--- src/hw/rtl/clcd_pkg.sv ---
// Shared types, command codes and cursor helper functions for the character LCD sequencer.
`default_nettype none

package clcd_pkg;

   localparam logic [3:0] OP_INIT    = 4'd0;
   localparam logic [3:0] OP_HOME    = 4'd1;
   localparam logic [3:0] OP_CLEAR   = 4'd2;
   localparam logic [3:0] OP_WRITE   = 4'd3;
   localparam logic [3:0] OP_GOTO    = 4'd4;
   localparam logic [3:0] OP_PUTC    = 4'd5;
   localparam logic [3:0] OP_PUTHEX  = 4'd6;
   localparam logic [3:0] OP_SET     = 4'd7;
   localparam logic [3:0] OP_CRLF    = 4'd8;
   localparam logic [3:0] OP_SAVE    = 4'd9;
   localparam logic [3:0] OP_RESTORE = 4'd10;

   localparam int MAX_BYTES = 4;

   localparam logic [6:0] ROW1_START = 7'd20;
   localparam logic [6:0] ROW2_START = 7'd40;
   localparam logic [6:0] ROW3_START = 7'd60;
   localparam logic [6:0] POS_END    = 7'd80;

   localparam logic [7:0] CMD_FUNC_SET = 8'h28;
   localparam logic [7:0] CMD_DISP_OFF = 8'h08;
   localparam logic [7:0] CMD_CLEAR    = 8'h01;
   localparam logic [7:0] CMD_DISP_ON  = 8'h0C;
   localparam logic [7:0] CMD_HOME     = 8'h02;
   localparam logic [7:0] LINE0_ADDR   = 8'h80;
   localparam logic [7:0] LINE1_ADDR   = 8'hC0;
   localparam logic [7:0] LINE2_ADDR   = 8'h94;
   localparam logic [7:0] LINE3_ADDR   = 8'hD4;

   localparam logic [3:0] NIB_WAKE = 4'h3;
   localparam logic [3:0] NIB_4BIT = 4'h2;

   localparam logic RS_CMD  = 1'b0;
   localparam logic RS_DATA = 1'b1;

   typedef struct packed {
      logic       rs;
      logic [7:0] data;
   } clcd_byte_type;

   typedef struct packed {
      logic                                wake;
      logic [2:0]                          count;
      clcd_byte_type [MAX_BYTES-1:0]       bytes;
   } clcd_job_type;

   typedef struct packed {
      logic full;
      logic empty;
   } clcd_qstat_type;

   typedef struct packed {
      logic       hit;
      logic [7:0] cmd;
   } clcd_line_type;

   function automatic clcd_line_type line_start(input logic [6:0] p);
      clcd_line_type r;
      r.hit = 1'b1;
      r.cmd = LINE0_ADDR;
      if (p == 7'd0 || p == POS_END) begin
         r.cmd = LINE0_ADDR;
      end else if (p == ROW1_START) begin
         r.cmd = LINE1_ADDR;
      end else if (p == ROW2_START) begin
         r.cmd = LINE2_ADDR;
      end else if (p == ROW3_START) begin
         r.cmd = LINE3_ADDR;
      end else begin
         r.hit = 1'b0;
      end
      return r;
   endfunction

   function automatic logic [6:0] next_pos(input logic [6:0] p);
      logic [6:0] n;
      n = p + 7'd1;
      if (n == POS_END) begin
         n = 7'd0;
      end
      return n;
   endfunction

   function automatic logic [7:0] line_addr(input logic [6:0] p);
      logic [7:0] a;
      a = {1'b0, p};
      if (p < ROW1_START) begin
         a = a;
      end else if (p < ROW2_START) begin
         a = a + 8'h2C;
      end else if (p < ROW3_START) begin
         a = a - 8'd20;
      end else begin
         a = a + 8'h18;
      end
      return a | 8'h80;
   endfunction

   function automatic logic [7:0] hex_digit(input logic [3:0] d);
      return (d < 4'd10) ? ({4'h0, d} + 8'h30) : ({4'h0, d} + 8'h37);
   endfunction

endpackage

`default_nettype wire

--- src/hw/rtl/clcd_front.sv ---
// Front end: accepts commands, tracks the cursor and builds the byte list of each command.
`default_nettype none

module clcd_front
   import clcd_pkg::*;
(
   input  wire logic           clock,
   input  wire logic           reset,
   input  wire logic           req_valid,
   output logic                req_stall,
   input  wire logic [3:0]     req_operation,
   input  wire logic [7:0]     req_char_code,
   input  wire logic [1:0]     req_row,
   input  wire logic [4:0]     req_col,
   input  wire logic [7:0]     req_command_byte,
   input  wire clcd_qstat_type q_stat,
   output logic                enq,
   output clcd_job_type        job
);

   logic [6:0]    cursor_ff, cursor_in;
   logic [6:0]    saved_ff, saved_in;
   logic          accept;
   logic [2:0]    n;
   logic [6:0]    p;
   clcd_line_type ln;

   assign req_stall = q_stat.full;
   assign accept    = req_valid && !q_stat.full;
   assign enq       = accept && (job.wake || job.count != 3'd0);

   always_comb begin
      job       = '0;
      n         = 3'd0;
      p         = cursor_ff;
      ln        = '0;
      cursor_in = cursor_ff;
      saved_in  = saved_ff;
      unique case (req_operation)
         OP_INIT: begin
            job.wake     = 1'b1;
            job.bytes[0] = {RS_CMD, CMD_FUNC_SET};
            job.bytes[1] = {RS_CMD, CMD_DISP_OFF};
            job.bytes[2] = {RS_CMD, CMD_CLEAR};
            job.bytes[3] = {RS_CMD, CMD_DISP_ON};
            n            = 3'd4;
            cursor_in    = 7'd0;
         end
         OP_HOME: begin
            job.bytes[0] = {RS_CMD, CMD_HOME};
            n            = 3'd1;
            cursor_in    = 7'd0;
         end
         OP_CLEAR: begin
            job.bytes[0] = {RS_CMD, CMD_CLEAR};
            n            = 3'd1;
            cursor_in    = 7'd0;
         end
         OP_WRITE: begin
            job.bytes[0] = {RS_DATA, req_char_code};
            n            = 3'd1;
         end
         OP_GOTO: begin
            p         = 7'(req_row) * 7'd20 + 7'(req_col);
            cursor_in = p;
            if (p < POS_END) begin
               job.bytes[0] = {RS_CMD, line_addr(p)};
               n            = 3'd1;
            end
         end
         OP_PUTC: begin
            ln = line_start(cursor_ff);
            if (ln.hit) begin
               job.bytes[n[1:0]] = {RS_CMD, ln.cmd};
               n = n + 3'd1;
            end
            job.bytes[n[1:0]] = {RS_DATA, req_char_code};
            n         = n + 3'd1;
            cursor_in = next_pos(cursor_ff);
         end
         OP_PUTHEX: begin
            ln = line_start(p);
            if (ln.hit) begin
               job.bytes[n[1:0]] = {RS_CMD, ln.cmd};
               n = n + 3'd1;
            end
            job.bytes[n[1:0]] = {RS_DATA, hex_digit(req_char_code[7:4])};
            n  = n + 3'd1;
            p  = next_pos(p);
            ln = line_start(p);
            if (ln.hit) begin
               job.bytes[n[1:0]] = {RS_CMD, ln.cmd};
               n = n + 3'd1;
            end
            job.bytes[n[1:0]] = {RS_DATA, hex_digit(req_char_code[3:0])};
            n         = n + 3'd1;
            cursor_in = next_pos(p);
         end
         OP_SET: begin
            job.bytes[0] = {RS_CMD, req_command_byte};
            n            = 3'd1;
         end
         OP_CRLF: begin
            if (cursor_ff < ROW1_START) begin
               p = ROW1_START;
            end else if (cursor_ff < ROW2_START) begin
               p = ROW2_START;
            end else if (cursor_ff < ROW3_START) begin
               p = ROW3_START;
            end else begin
               p = 7'd0;
            end
            cursor_in    = p;
            job.bytes[0] = {RS_CMD, line_addr(p)};
            n            = 3'd1;
         end
         OP_SAVE: begin
            saved_in = cursor_ff;
         end
         OP_RESTORE: begin
            cursor_in = saved_ff;
            if (saved_ff < POS_END) begin
               job.bytes[0] = {RS_CMD, line_addr(saved_ff)};
               n            = 3'd1;
            end
         end
         default: begin
            n = 3'd0;
         end
      endcase
      job.count = n;
   end

   always_ff @(posedge clock) begin
      if (reset) begin
         cursor_ff <= 7'd0;
         saved_ff  <= 7'd0;
      end else if (accept) begin
         cursor_ff <= cursor_in;
         saved_ff  <= saved_in;
      end
   end

endmodule

`default_nettype wire

--- src/hw/rtl/clcd_queue.sv ---
// Short job queue between the front end and the nibble back end.
`default_nettype none

module clcd_queue
   import clcd_pkg::*;
#(
   parameter int DEPTH = 2
) (
   input  wire logic          clock,
   input  wire logic          reset,
   input  wire logic          enq,
   input  wire clcd_job_type  wr_job,
   input  wire logic          deq,
   output clcd_job_type       rd_job,
   output clcd_qstat_type     stat
);

   localparam int PW = (DEPTH > 1) ? $clog2(DEPTH) : 1;
   localparam int CW = $clog2(DEPTH + 1);

   clcd_job_type    entry_ff [DEPTH];
   logic [PW-1:0]   wr_ptr_ff, wr_ptr_in;
   logic [PW-1:0]   rd_ptr_ff, rd_ptr_in;
   logic [CW-1:0]   count_ff, count_in;

   assign stat.full  = (count_ff == CW'(DEPTH));
   assign stat.empty = (count_ff == '0);
   assign rd_job     = entry_ff[rd_ptr_ff];

   always_comb begin
      wr_ptr_in = wr_ptr_ff;
      rd_ptr_in = rd_ptr_ff;
      count_in  = count_ff;
      if (enq) begin
         wr_ptr_in = (wr_ptr_ff == PW'(DEPTH - 1)) ? '0 : wr_ptr_ff + 1'b1;
      end
      if (deq) begin
         rd_ptr_in = (rd_ptr_ff == PW'(DEPTH - 1)) ? '0 : rd_ptr_ff + 1'b1;
      end
      if (enq && !deq) begin
         count_in = count_ff + 1'b1;
      end else if (deq && !enq) begin
         count_in = count_ff - 1'b1;
      end
   end

   always_ff @(posedge clock) begin
      if (reset) begin
         wr_ptr_ff <= '0;
         rd_ptr_ff <= '0;
         count_ff  <= '0;
      end else begin
         wr_ptr_ff <= wr_ptr_in;
         rd_ptr_ff <= rd_ptr_in;
         count_ff  <= count_in;
      end
   end

   always_ff @(posedge clock) begin
      if (enq) begin
         entry_ff[wr_ptr_ff] <= wr_job;
      end
   end

endmodule

`default_nettype wire

--- src/hw/rtl/clcd_back.sv ---
// Back end: walks the head job and sends one nibble transfer per cycle while rsp_stall is low.
`default_nettype none

module clcd_back
   import clcd_pkg::*;
(
   input  wire logic           clock,
   input  wire logic           reset,
   input  wire clcd_job_type   head,
   input  wire clcd_qstat_type q_stat,
   output logic                deq,
   output logic                rsp_valid,
   input  wire logic           rsp_stall,
   output logic                rsp_register_select,
   output logic [3:0]          rsp_nibble,
   output logic                rsp_last
);

   logic [3:0]    idx_ff, idx_in;
   logic          rsp_valid_ff;
   logic          rs_ff;
   logic [3:0]    nib_ff;
   logic          last_ff;
   logic [3:0]    offset;
   logic [3:0]    total;
   logic [2:0]    j;
   clcd_byte_type cur;
   logic          rs_sel;
   logic [3:0]    nib_sel;
   logic          is_last;
   logic          advance;
   logic          load;

   assign offset  = head.wake ? 4'd4 : 4'd0;
   assign total   = {head.count, 1'b0} + offset;
   assign j       = 3'(idx_ff - offset);
   assign cur     = head.bytes[j[2:1]];
   assign is_last = (idx_ff == total - 4'd1);
   assign advance = !rsp_valid_ff || !rsp_stall;
   assign load    = advance && !q_stat.empty;
   assign deq     = load && is_last;
   assign idx_in  = is_last ? 4'd0 : idx_ff + 4'd1;

   always_comb begin
      if (head.wake && idx_ff < 4'd4) begin
         rs_sel  = RS_CMD;
         nib_sel = (idx_ff == 4'd3) ? NIB_4BIT : NIB_WAKE;
      end else begin
         rs_sel  = cur.rs;
         nib_sel = j[0] ? cur.data[3:0] : cur.data[7:4];
      end
   end

   always_ff @(posedge clock) begin
      if (reset) begin
         rsp_valid_ff <= 1'b0;
         idx_ff       <= 4'd0;
      end else begin
         if (advance) begin
            rsp_valid_ff <= !q_stat.empty;
         end
         if (load) begin
            idx_ff <= idx_in;
         end
      end
   end

   always_ff @(posedge clock) begin
      if (load) begin
         rs_ff   <= rs_sel;
         nib_ff  <= nib_sel;
         last_ff <= is_last;
      end
   end

   assign rsp_valid           = rsp_valid_ff;
   assign rsp_register_select = rs_ff;
   assign rsp_nibble          = nib_ff;
   assign rsp_last            = last_ff;

endmodule

`default_nettype wire

--- src/hw/rtl/char_lcd_command_sequencer_core.sv ---
// Top level of the character LCD command sequencer for a 4x20 panel on a 4-bit bus.
`default_nettype none

// Each accepted command is turned into a list of nibble writes, high nibble first, with a
// register-select bit; last marks the final nibble of a command. The front end takes one
// command per cycle as long as the job queue (QUEUE_DEPTH entries) has room, and commands
// that produce no output (save, out-of-panel goto or restore, unused codes) are not queued.
// The back end sends one nibble per cycle while rsp_stall is low. A command has 2 nibbles
// for home, clear, raw write, set, goto, carriage return and restore, 2 to 4 for put
// character, 4 to 6 for put hex and 12 for init.
module char_lcd_command_sequencer_core
   import clcd_pkg::*;
#(
   parameter int QUEUE_DEPTH = 2
) (
   input  wire logic       clock,
   input  wire logic       reset,
   input  wire logic       req_valid,
   output logic            req_stall,
   input  wire logic [3:0] req_operation,
   input  wire logic [7:0] req_char_code,
   input  wire logic [1:0] req_row,
   input  wire logic [4:0] req_col,
   input  wire logic [7:0] req_command_byte,
   output logic            rsp_valid,
   input  wire logic       rsp_stall,
   output logic            rsp_register_select,
   output logic [3:0]      rsp_nibble,
   output logic            rsp_last
);

   clcd_qstat_type q_stat;
   clcd_job_type   wr_job;
   clcd_job_type   head;
   logic           enq;
   logic           deq;

   clcd_front u_front (
      .clock            (clock),
      .reset            (reset),
      .req_valid        (req_valid),
      .req_stall        (req_stall),
      .req_operation    (req_operation),
      .req_char_code    (req_char_code),
      .req_row          (req_row),
      .req_col          (req_col),
      .req_command_byte (req_command_byte),
      .q_stat           (q_stat),
      .enq              (enq),
      .job              (wr_job)
   );

   clcd_queue #(
      .DEPTH (QUEUE_DEPTH)
   ) u_queue (
      .clock  (clock),
      .reset  (reset),
      .enq    (enq),
      .wr_job (wr_job),
      .deq    (deq),
      .rd_job (head),
      .stat   (q_stat)
   );

   clcd_back u_back (
      .clock               (clock),
      .reset               (reset),
      .head                (head),
      .q_stat              (q_stat),
      .deq                 (deq),
      .rsp_valid           (rsp_valid),
      .rsp_stall           (rsp_stall),
      .rsp_register_select (rsp_register_select),
      .rsp_nibble          (rsp_nibble),
      .rsp_last            (rsp_last)
   );

   a_reset_clears_output: assert property (@(posedge clock)
      reset |=> !rsp_valid)
      else $error("output valid after reset");

   a_job_continues: assert property (@(posedge clock) disable iff (reset)
      (rsp_valid && !rsp_stall && !rsp_last) |=> rsp_valid)
      else $error("gap inside a command's nibble sequence");

   a_queue_drains: assert property (@(posedge clock) disable iff (reset)
      (!q_stat.empty && !rsp_valid) |=> rsp_valid)
      else $error("pending job not sent to the output register");

   a_no_pop_when_empty: assert property (@(posedge clock) disable iff (reset)
      deq |-> !q_stat.empty)
      else $error("job queue popped while empty");

endmodule

`default_nettype wire
--- config.mk ---
export PLATFORM = sky130hd
export DESIGN_NAME = char_lcd_command_sequencer_core
export DESIGN_NICKNAME = d
export VERILOG_FILES = /design/src/hw/rtl/clcd_pkg.sv /design/src/hw/rtl/clcd_front.sv /design/src/hw/rtl/clcd_queue.sv /design/src/hw/rtl/clcd_back.sv /design/src/hw/rtl/char_lcd_command_sequencer_core.sv
export SDC_FILE = /design/constraint.sdc
export NUM_CORES = 1
export LEC_CHECK = 0
export BUFFER_PORTS_ARGS = -buffer_cell sky130_fd_sc_hd__buf_2
export CAP_MARGIN = 25
export CORE_UTILIZATION = 30
export DETAILED_ROUTE_END_ITERATION = 10
export PLACE_DENSITY = 0.48
export SLEW_MARGIN = 40
export SYNTH_ARGS = -nofsm -noshare
export SYNTH_HDL_FRONTEND = slang
export SYNTH_SLANG_ARGS = --single-unit
--- constraint.sdc ---
create_clock -name clock -period 5.7 [get_ports clock]
set_input_delay 0.285 -clock clock [delete_from_list [all_inputs] [get_ports clock]]
set_output_delay 0.285 -clock clock [all_outputs]
set_load 0.01 [all_outputs]
Word level (Yosys, flattened, before mapping)

Memories as Yosys holds them, arrays and structs flattened. A register that Yosys moved wholly into a read port is not among the register bits.
Index checks and enable logic that the tools add are counted.

Register bits: 29
Latch bits: 0
RAM bits: 80
Memory bits (read-only): 0
Word-level logic and storage cells: 207
Memories: 1

Add/sub/neg operators: 28
Multipliers: 1
Divide/modulo/power cells: 0
Magnitude comparators: 26
Eq/ne operators: 23
Shift-type cells: 0
Mux-type cells: 86
Bitwise logic cells: 0
Reductions and logical operators: 32

Memories:

| memory           | depth | bits a word | rd ports | clocked after Yosys merged registers in | write ports | line             | text |
|---|---|---|---|---|---|---|---|
| u_queue.entry_ff | 2     | 40          | 1        | 1                                       | 1           | clcd_queue.sv:21 | `clcd_job_type entry_ff [DEPTH];` |

Operators by type and width:

| operator            | count |
|---|---|
| $bwmux 36           | 4 |
| $mux 7              | 17 |
| $mux 8              | 13 |
| $pmux 9 s10         | 1 |
| $pmux 27 s3         | 1 |
| $demux 9 s2         | 4 |
| $mux 36             | 2 |
| $mux 9              | 7 |
| $lt 7x6->1 const B  | 8 |
| $pmux 7 s6          | 1 |
| $add 4x6->7 const B | 4 |
| $eq 7x6->1 const B  | 4 |
| $eq 7x7->1 const B  | 4 |
| $lt 7x5->1 const B  | 4 |
| $mux 1              | 23 |
| $add 7x5->7 const B | 3 |
| $add 7x6->7 const B | 3 |
| $sub 7x5->7 const B | 3 |
| $bmux 9 s2          | 1 |
| $pmux 3 s6          | 1 |
| $eq 4x3->1 const B  | 4 |
| $lt 2x3->1 const B  | 5 |
| $mux 3              | 5 |
| $add 7x1->7 const B | 2 |
| 35 further kinds    | 72 |

Depth between registers and ports, before layout

Depth after elaboration: 21
Gate-level depth with buffers: 17
Depth with buffers taken out: 16

Modules after synthesis

Synthesis repeated with hierarchy kept, for this count alone.

Cells, all modules: 707
Area total of the unflattened synthesis: 7211.9 um2

Modules (own cells, without submodules):

| module     | times used | cells each | area each (um2) | sequential area each (um2) |
|---|---|---|---|---|
| clcd_front | 1          | 483        | 3286.9          | 280.3 |
| clcd_queue | 1          | 146        | 3080.5          | 2502.4 |
| clcd_back  | 1          | 78         | 844.6           | 280.3 |

Worst setup path before layout

No wires, ideal clock.

Path kind: register -> register
Start: reg u_front.cursor_ff[0]
End: mem u_queue.entry_ff[0][0] in the netlist's numbering, enable pin
Library setup time: 440 ps
Data arrival time: 4304 ps
Required time: 5260 ps
Slack: 956 ps
Stages on the path, launching flop included: 13
Buffers on the path: 1
Clock period less this slack: 4744 ps
Cells stage by stage: dfxtp_1 ha_1 clkbuf_1 nand4b_1 a222oi_1 nor4_1 o21a_1 o21a_1 ha_1 nor3_1 nor3_1 o41a_1 nor2b_1

Cells in the longest elaborated chain, start to end: 19
Elaborated cells between the ends (all ways): 43
Those cells by class: 5 x add/sub; 9 x eq/ne; 22 x mux; 7 x reduce/logical

Ends and longest elaborated chain:

| what                                             | line                                  | text |
|---|---|---|
| start, declared                                  | clcd_front.sv:21                      | `logic [6:0] cursor_ff, cursor_in;` |
| start signal, assigned                           | clcd_front.sv:139                     | `cursor_ff <= cursor_in;` |
| $add 7x1->7 / $eq 7x6->1 (equally long branches) | clcd_pkg.sv:82, clcd_pkg.sv:72        |  |
| $eq 7x7->1 / $mux 1 (equally long branches)      | clcd_pkg.sv:83, clcd_pkg.sv:72        |  |
| $mux 7 / $mux 1 (equally long branches)          | clcd_pkg.sv:83, clcd_pkg.sv:70        |  |
| $mux 7 / $mux 1 (equally long branches)          | clcd_front.sv:39, clcd_pkg.sv:68      |  |
| $eq 7x6->1 / $mux 1 (equally long branches)      | clcd_pkg.sv:72, clcd_pkg.sv:66        |  |
| $mux 1 (on tied branches)                        | clcd_pkg.sv:72, clcd_front.sv:39      |  |
| $mux 1 (on tied branches)                        | clcd_pkg.sv:70, clcd_front.sv:83      |  |
| $mux 1 / $mux 3 (equally long branches)          | clcd_pkg.sv:68, clcd_front.sv:39      |  |
| [... 4 more ...]                                 | -                                     |  |
| $add 3x1->3                                      | clcd_front.sv:96                      | `n = n + 3'd1;` |
| $pmux 3 s6 *                                     | clcd_front.sv:39                      | `unique case (req_operation)` |
| $reduce_bool 3->1 *                              | clcd_front.sv:30                      | `assign enq = accept && (job.wake \|\| job.count != 3'd0);` |
| $logic_or 1x1->1 *                               | clcd_front.sv:30                      |  |
| $logic_and 1x1->1 *                              | clcd_front.sv:30                      |  |
| net enq                                          | char_lcd_command_sequencer_core.sv:35 | `logic enq;` |
| $mux 1 *                                         | clcd_queue.sv:60                      | `if (enq) begin` |
| $mux 1 (not written as such) *                   | clcd_queue.sv:61                      | `entry_ff[wr_ptr_ff] <= wr_job;` |
| end, declared                                    | clcd_queue.sv:21                      |  |

Mark *: on every way through the listed nets, which the timed path passes. The rest lies on a longest branch. The select of a mux whose other input is x is not followed.

Final worst setup path

Start: reg u_front.cursor_ff[0]
End: reg u_queue.count_ff[1]

Cells in the longest elaborated chain, start to end: 20
Elaborated cells between the ends (all ways): 46
Those cells by class: 5 x add/sub; 9 x eq/ne; 21 x mux; 11 x reduce/logical

Ends and longest elaborated chain:

| what                                             | line                                  | text |
|---|---|---|
| $add 7x1->7 / $eq 7x6->1 (equally long branches) | clcd_pkg.sv:82, clcd_pkg.sv:72        |  |
| $eq 7x7->1 / $mux 1 (equally long branches)      | clcd_pkg.sv:83, clcd_pkg.sv:72        |  |
| $mux 7 / $mux 1 (equally long branches)          | clcd_pkg.sv:83, clcd_pkg.sv:70        |  |
| $mux 7 / $mux 1 (equally long branches)          | clcd_front.sv:39, clcd_pkg.sv:68      |  |
| $eq 7x6->1 / $mux 1 (equally long branches)      | clcd_pkg.sv:72, clcd_pkg.sv:66        |  |
| $mux 1 (on tied branches)                        | clcd_pkg.sv:72, clcd_front.sv:39      |  |
| $mux 1 (on tied branches)                        | clcd_pkg.sv:70, clcd_front.sv:83      |  |
| $mux 1 / $mux 3 (equally long branches)          | clcd_pkg.sv:68, clcd_front.sv:39      |  |
| [... 5 more ...]                                 | -                                     |  |
| $pmux 3 s6 *                                     | clcd_front.sv:39                      |  |
| $reduce_bool 3->1 *                              | clcd_front.sv:30                      |  |
| $logic_or 1x1->1 *                               | clcd_front.sv:30                      |  |
| $logic_and 1x1->1 *                              | clcd_front.sv:30                      |  |
| net enq                                          | char_lcd_command_sequencer_core.sv:35 |  |
| $logic_not 1->1                                  | clcd_queue.sv:42                      | `end else if (deq && !enq) begin` |
| $logic_and 1x1->1                                | clcd_queue.sv:42                      |  |
| $reduce_bool 2->1 (no line)                      | -                                     |  |
| end signal, assigned                             | clcd_queue.sv:55                      | `count_ff <= count_in;` |
| end, declared                                    | clcd_queue.sv:24                      | `logic [CW-1:0] count_ff, count_in;` |

Marked as above.
A chain may end at the register's enable or synchronous reset.

==> metrics.txt <==
area fraction in compound gates after synthesis between 10% and 20%; power spent charging and discharging nets 546 µW; path category of the worst min-delay check input pin to flip-flop; drt wl/cell about 20 µm; clock transition at the registers of the reported paths about 0.08 ns; CTS sink count about 110; actual slew at the worst max-slew pin just under 0.8 ns; share of total power in the clock network approximately a third; Power per Cell Area between 200 and 300 mW/mm²; Cell Count, Final, Fillers Out around 970; initial core utilization a little over 30%; Filler Cell Count between 2,000 and 2,500; multiplexer fraction of the synthesized cell area 8.93%; area share of the largest cell type after synthesis a little under two fifths; initial antenna violation count 0; CTS tree built; Die Span X 153 µm; total negative slack for setup checks 0 ns; sequential cell area in the final layout 0.00301 mm²; hpwl dp 14,500 µm; Final Net Count 742; number of DRC markers after the initial detailed-route iteration 448; Leakage between 2 and 3 nW; overall die area 0.0233 mm²; final antenna diode count 0; library cell occupying the most area in the post-synthesis netlist sky130_fd_sc_hd__edfxtp_1; top-level I/O count 39; leading cell types by total area after synthesis sky130_fd_sc_hd__edfxtp_1 37%, sky130_fd_sc_hd__dfxtp_1 7.1%, sky130_fd_sc_hd__mux4_2 6.3%; most frequent cells after synthesis 84 x sky130_fd_sc_hd__edfxtp_1, 64 x sky130_fd_sc_hd__nor2_1, 49 x sky130_fd_sc_hd__nand2_1, 46 x sky130_fd_sc_hd__a21oi_1, 44 x sky130_fd_sc_hd__o21ai_0; post-synthesis xor/xnor area fraction 3.58%; Slowest-stage cell, CP sky130_fd_sc_hd__dfxtp_1; post-cts gate resize count 0; final worst clock skew about 0.0074 ns; Post-CTS Setup Bufs 0; Total Routed Length 19,300 µm; latest clock arrival within the worst-skew pair 0.35 ns; Clock Tree Root sky130_fd_sc_hd__clkbuf_16; YS warnings 0; cell count after synthesis 669; wire length of the first global-routing pass roughly 30,000 µm; most frequent cell after synthesis sky130_fd_sc_hd__edfxtp_1; hold buffer count at cts 0; endpoint required time on the critical path between 5 and 6 ns; final hold viol count 0; nature of the critical path endpoint flip-flop; cell-internal power about 1.4 mW; register share of total power approximately half; input/output buffers 38; Pre-antenna DRT Iters 7; number of nets produced by synthesis between 700 and 800; Final Worst Setup Slack approximately 1.4 ns; area growth from synthesis to layout 10.5%; CTS H-tree lvls 3; share of the clock period used by the worst path ~75%; total via count in the routed design 5,370; combinational family with the most area after synthesis compound AO/OA/AOI/OAI gates; final design utilization 34.2%; worst slack at placement about 1.5 ns; number of enable-type register cells in the synthesized netlist between 80 and 90; ordered list of cells on the worst path ha_1 > nand4b_1 > a222oi_1 > nor4_1 > o21a_1 > o21a_1 > ha_1 > nor3_1 > nor3_1 > o41a_1 > ha_1 > or3_1 > a21oi_1; layout cells sized above 1 between 10% and 20%; maximum fanout encountered on the critical timing path 14; overall routing resource usage 16.7%; placed cell count 953; final estimated routing congestion in global placement 0.875; sequential element share of the synthesized area between 40 and 50%; Core ar. approximately 0.022 mm²; number of global-route vias before repair roughly 5,300; maximum operating frequency ~230 MHz; slowest stage delay, CP between 0.6 and 0.7 ns; unrepaired setup endpoints after global routing false; post-layout min period roughly 4.3 ns; max-cap violations 0; vertical die dimension 153 µm; signal arrival time at the worst endpoint between 4 and 5 ns; worst max-slew margin expressed relative to the limit between 40% and 50%; status finished, final reports clean; share of total power in combinational logic around 18%; final count of negative-setup-slack endpoints 0; Residual DRC 0; Distinct cells, synth 81; ANT nets after route 0; CTS buffer count 9; dominant register cell in the synthesized netlist sky130_fd_sc_hd__edfxtp_1; adder and majority cell fraction of the synthesized area between 5 and 6%; critical path start-end classification flip-flop to flip-flop; detail-routed via count per cell around 5.5; Max Transition Viols Final 0; simple-gate share of the synthesized area between 15 and 20%; Max Buffers Root-to-Sink 2; post-synthesis instance area around 0.007 mm²; nature of the critical path startpoint flip-flop; switching power share of the total about 29%; ys async rst share 0%; remaining global-route overflow 0; row count 54; combined area of the multi-input logic cells roughly 0.0035 mm²; most frequent cell on the critical path sky130_fd_sc_hd__ha_1; number of storage elements in the synthesis netlist 108; total power roughly 1.9 mW; syn avg cell area just over 10 µm²; pin count of the biggest net entering global routing 40; maximum ir drop on the vdd rail ~0.14 mV
==> area by class of cell <==
| type | instances | area share (%) |
|---|---|---|
| Clock inverter | 7 | 0.948 |
| Timing Repair Buffer | 45 | 3.23 |
| Inverter | 30 | 1.50 |
| Sequential cell | 108 | 39.9 |
| Clock buffer | 9 | 2.99 |
| Multi-Input combinational cell | 490 | 46.7 |
| Tap cell | 280 | 4.66 |
==> registers in the layout, indices dropped and copies added, names as in the netlist, named ones only <==
name and count:
u_front.saved_ff 7, u_back.rsp_last 1, u_queue.count_ff 2, u_back.rsp_valid 1
u_queue.rd_ptr_ff 1, u_queue.entry_ff 78, u_back.rsp_nibble 4, u_back.rsp_register_select 1
u_back.idx_ff 4, u_front.cursor_ff 7, u_queue.wr_ptr_ff 1
==> routing by layer <==
metal	share of wire (%)	wire (µm)	GRT usage, %
met1	45	8660	21.5
met2	48	9210	27.4
met3	4.4	851	3.24
met4	3.0	578	7.41
met5	0	0	0
==> layout by cell type, fill, tap and decap left out, types with 4 or more instances in the layout <==
master and n:
sky130_fd_sc_hd__inv_1 29, sky130_fd_sc_hd__a22o_1 4, sky130_fd_sc_hd__and2_1 9, sky130_fd_sc_hd__buf_4 7, sky130_fd_sc_hd__a21oi_1 45, sky130_fd_sc_hd__nor2_1 64
sky130_fd_sc_hd__and3_1 9, sky130_fd_sc_hd__buf_2 38, sky130_fd_sc_hd__nand4_1 8, sky130_fd_sc_hd__o221ai_1 6, sky130_fd_sc_hd__edfxtp_1 84, sky130_fd_sc_hd__o21ai_1 5
sky130_fd_sc_hd__or3_1 7, sky130_fd_sc_hd__nor3b_1 5, sky130_fd_sc_hd__xnor2_1 18, sky130_fd_sc_hd__nor2b_1 11, sky130_fd_sc_hd__mux4_2 19, sky130_fd_sc_hd__a31oi_1 12
sky130_fd_sc_hd__nand3_1 9, sky130_fd_sc_hd__o21ai_0 44, sky130_fd_sc_hd__o31ai_1 4, sky130_fd_sc_hd__o211ai_1 5, sky130_fd_sc_hd__mux2i_1 12, sky130_fd_sc_hd__o2111ai_1 4
sky130_fd_sc_hd__ha_1 26, sky130_fd_sc_hd__nand2_1 49, sky130_fd_sc_hd__xor2_1 8, sky130_fd_sc_hd__clkbuf_16 9, sky130_fd_sc_hd__nor3_1 20, sky130_fd_sc_hd__a21o_1 5
sky130_fd_sc_hd__a22oi_1 8, sky130_fd_sc_hd__dfxtp_1 22, sky130_fd_sc_hd__nand2b_1 7
==> critical path: cells and delay by family, from the launching register on <==
kind | cells | cell delay (ns)
AOI/OAI and AO/OA | 5 | 1.47
and+or+nand+nor | 5 | 0.95
adders and majority gates | 3 | 1.18
DFF | 1 | 0.64
==> per-stage QoR <==
stage / hold slack, ns / cell area [µm²]
after floorplan: 0.430 / 6810
after global placement: 0.459 / 7220
after detailed placement: 0.477 / 7220
after CTS: 0.185 / 7520
after global routing: 0.198 / 7520
final: 0.201 / 7520
==> worst paths after layout <==
path                                      startpoint                   to  cells after the start  slack (ns)
worst max-delay path            u_front.cursor_ff[0]  u_queue.count_ff[1]                     13        1.40
worst min-delay path                       rsp_stall     u_back.rsp_valid                      3        0.20
worst max register to register  u_front.cursor_ff[0]  u_queue.count_ff[1]                     13        1.40
worst min register to register      u_back.rsp_valid     u_back.rsp_valid                      2        0.49
==> cell families after synthesis <==
family	count (synthesis)
and+or+nand+nor	215
AOI/OAI and AO/OA	186
muxes	34
adders and majority gates	28
xor gates and xnor gates	27
buffers and inverters	71
DFF	108
==> power groups by stage <==
stage / logic (mW) / clock network [mW] / registers, mW
finish: 0.338 / 0.624 / 0.943
detailed placement: 0.341 / 0 / 0.963
global route: 0.374 / 0.670 / 0.950
CTS: 0.342 / 0.644 / 0.945
global placement: 0.337 / 0 / 0.961
floorplan: 0.241 / 0 / 0.949
Power figures use the tool's default switching activity.
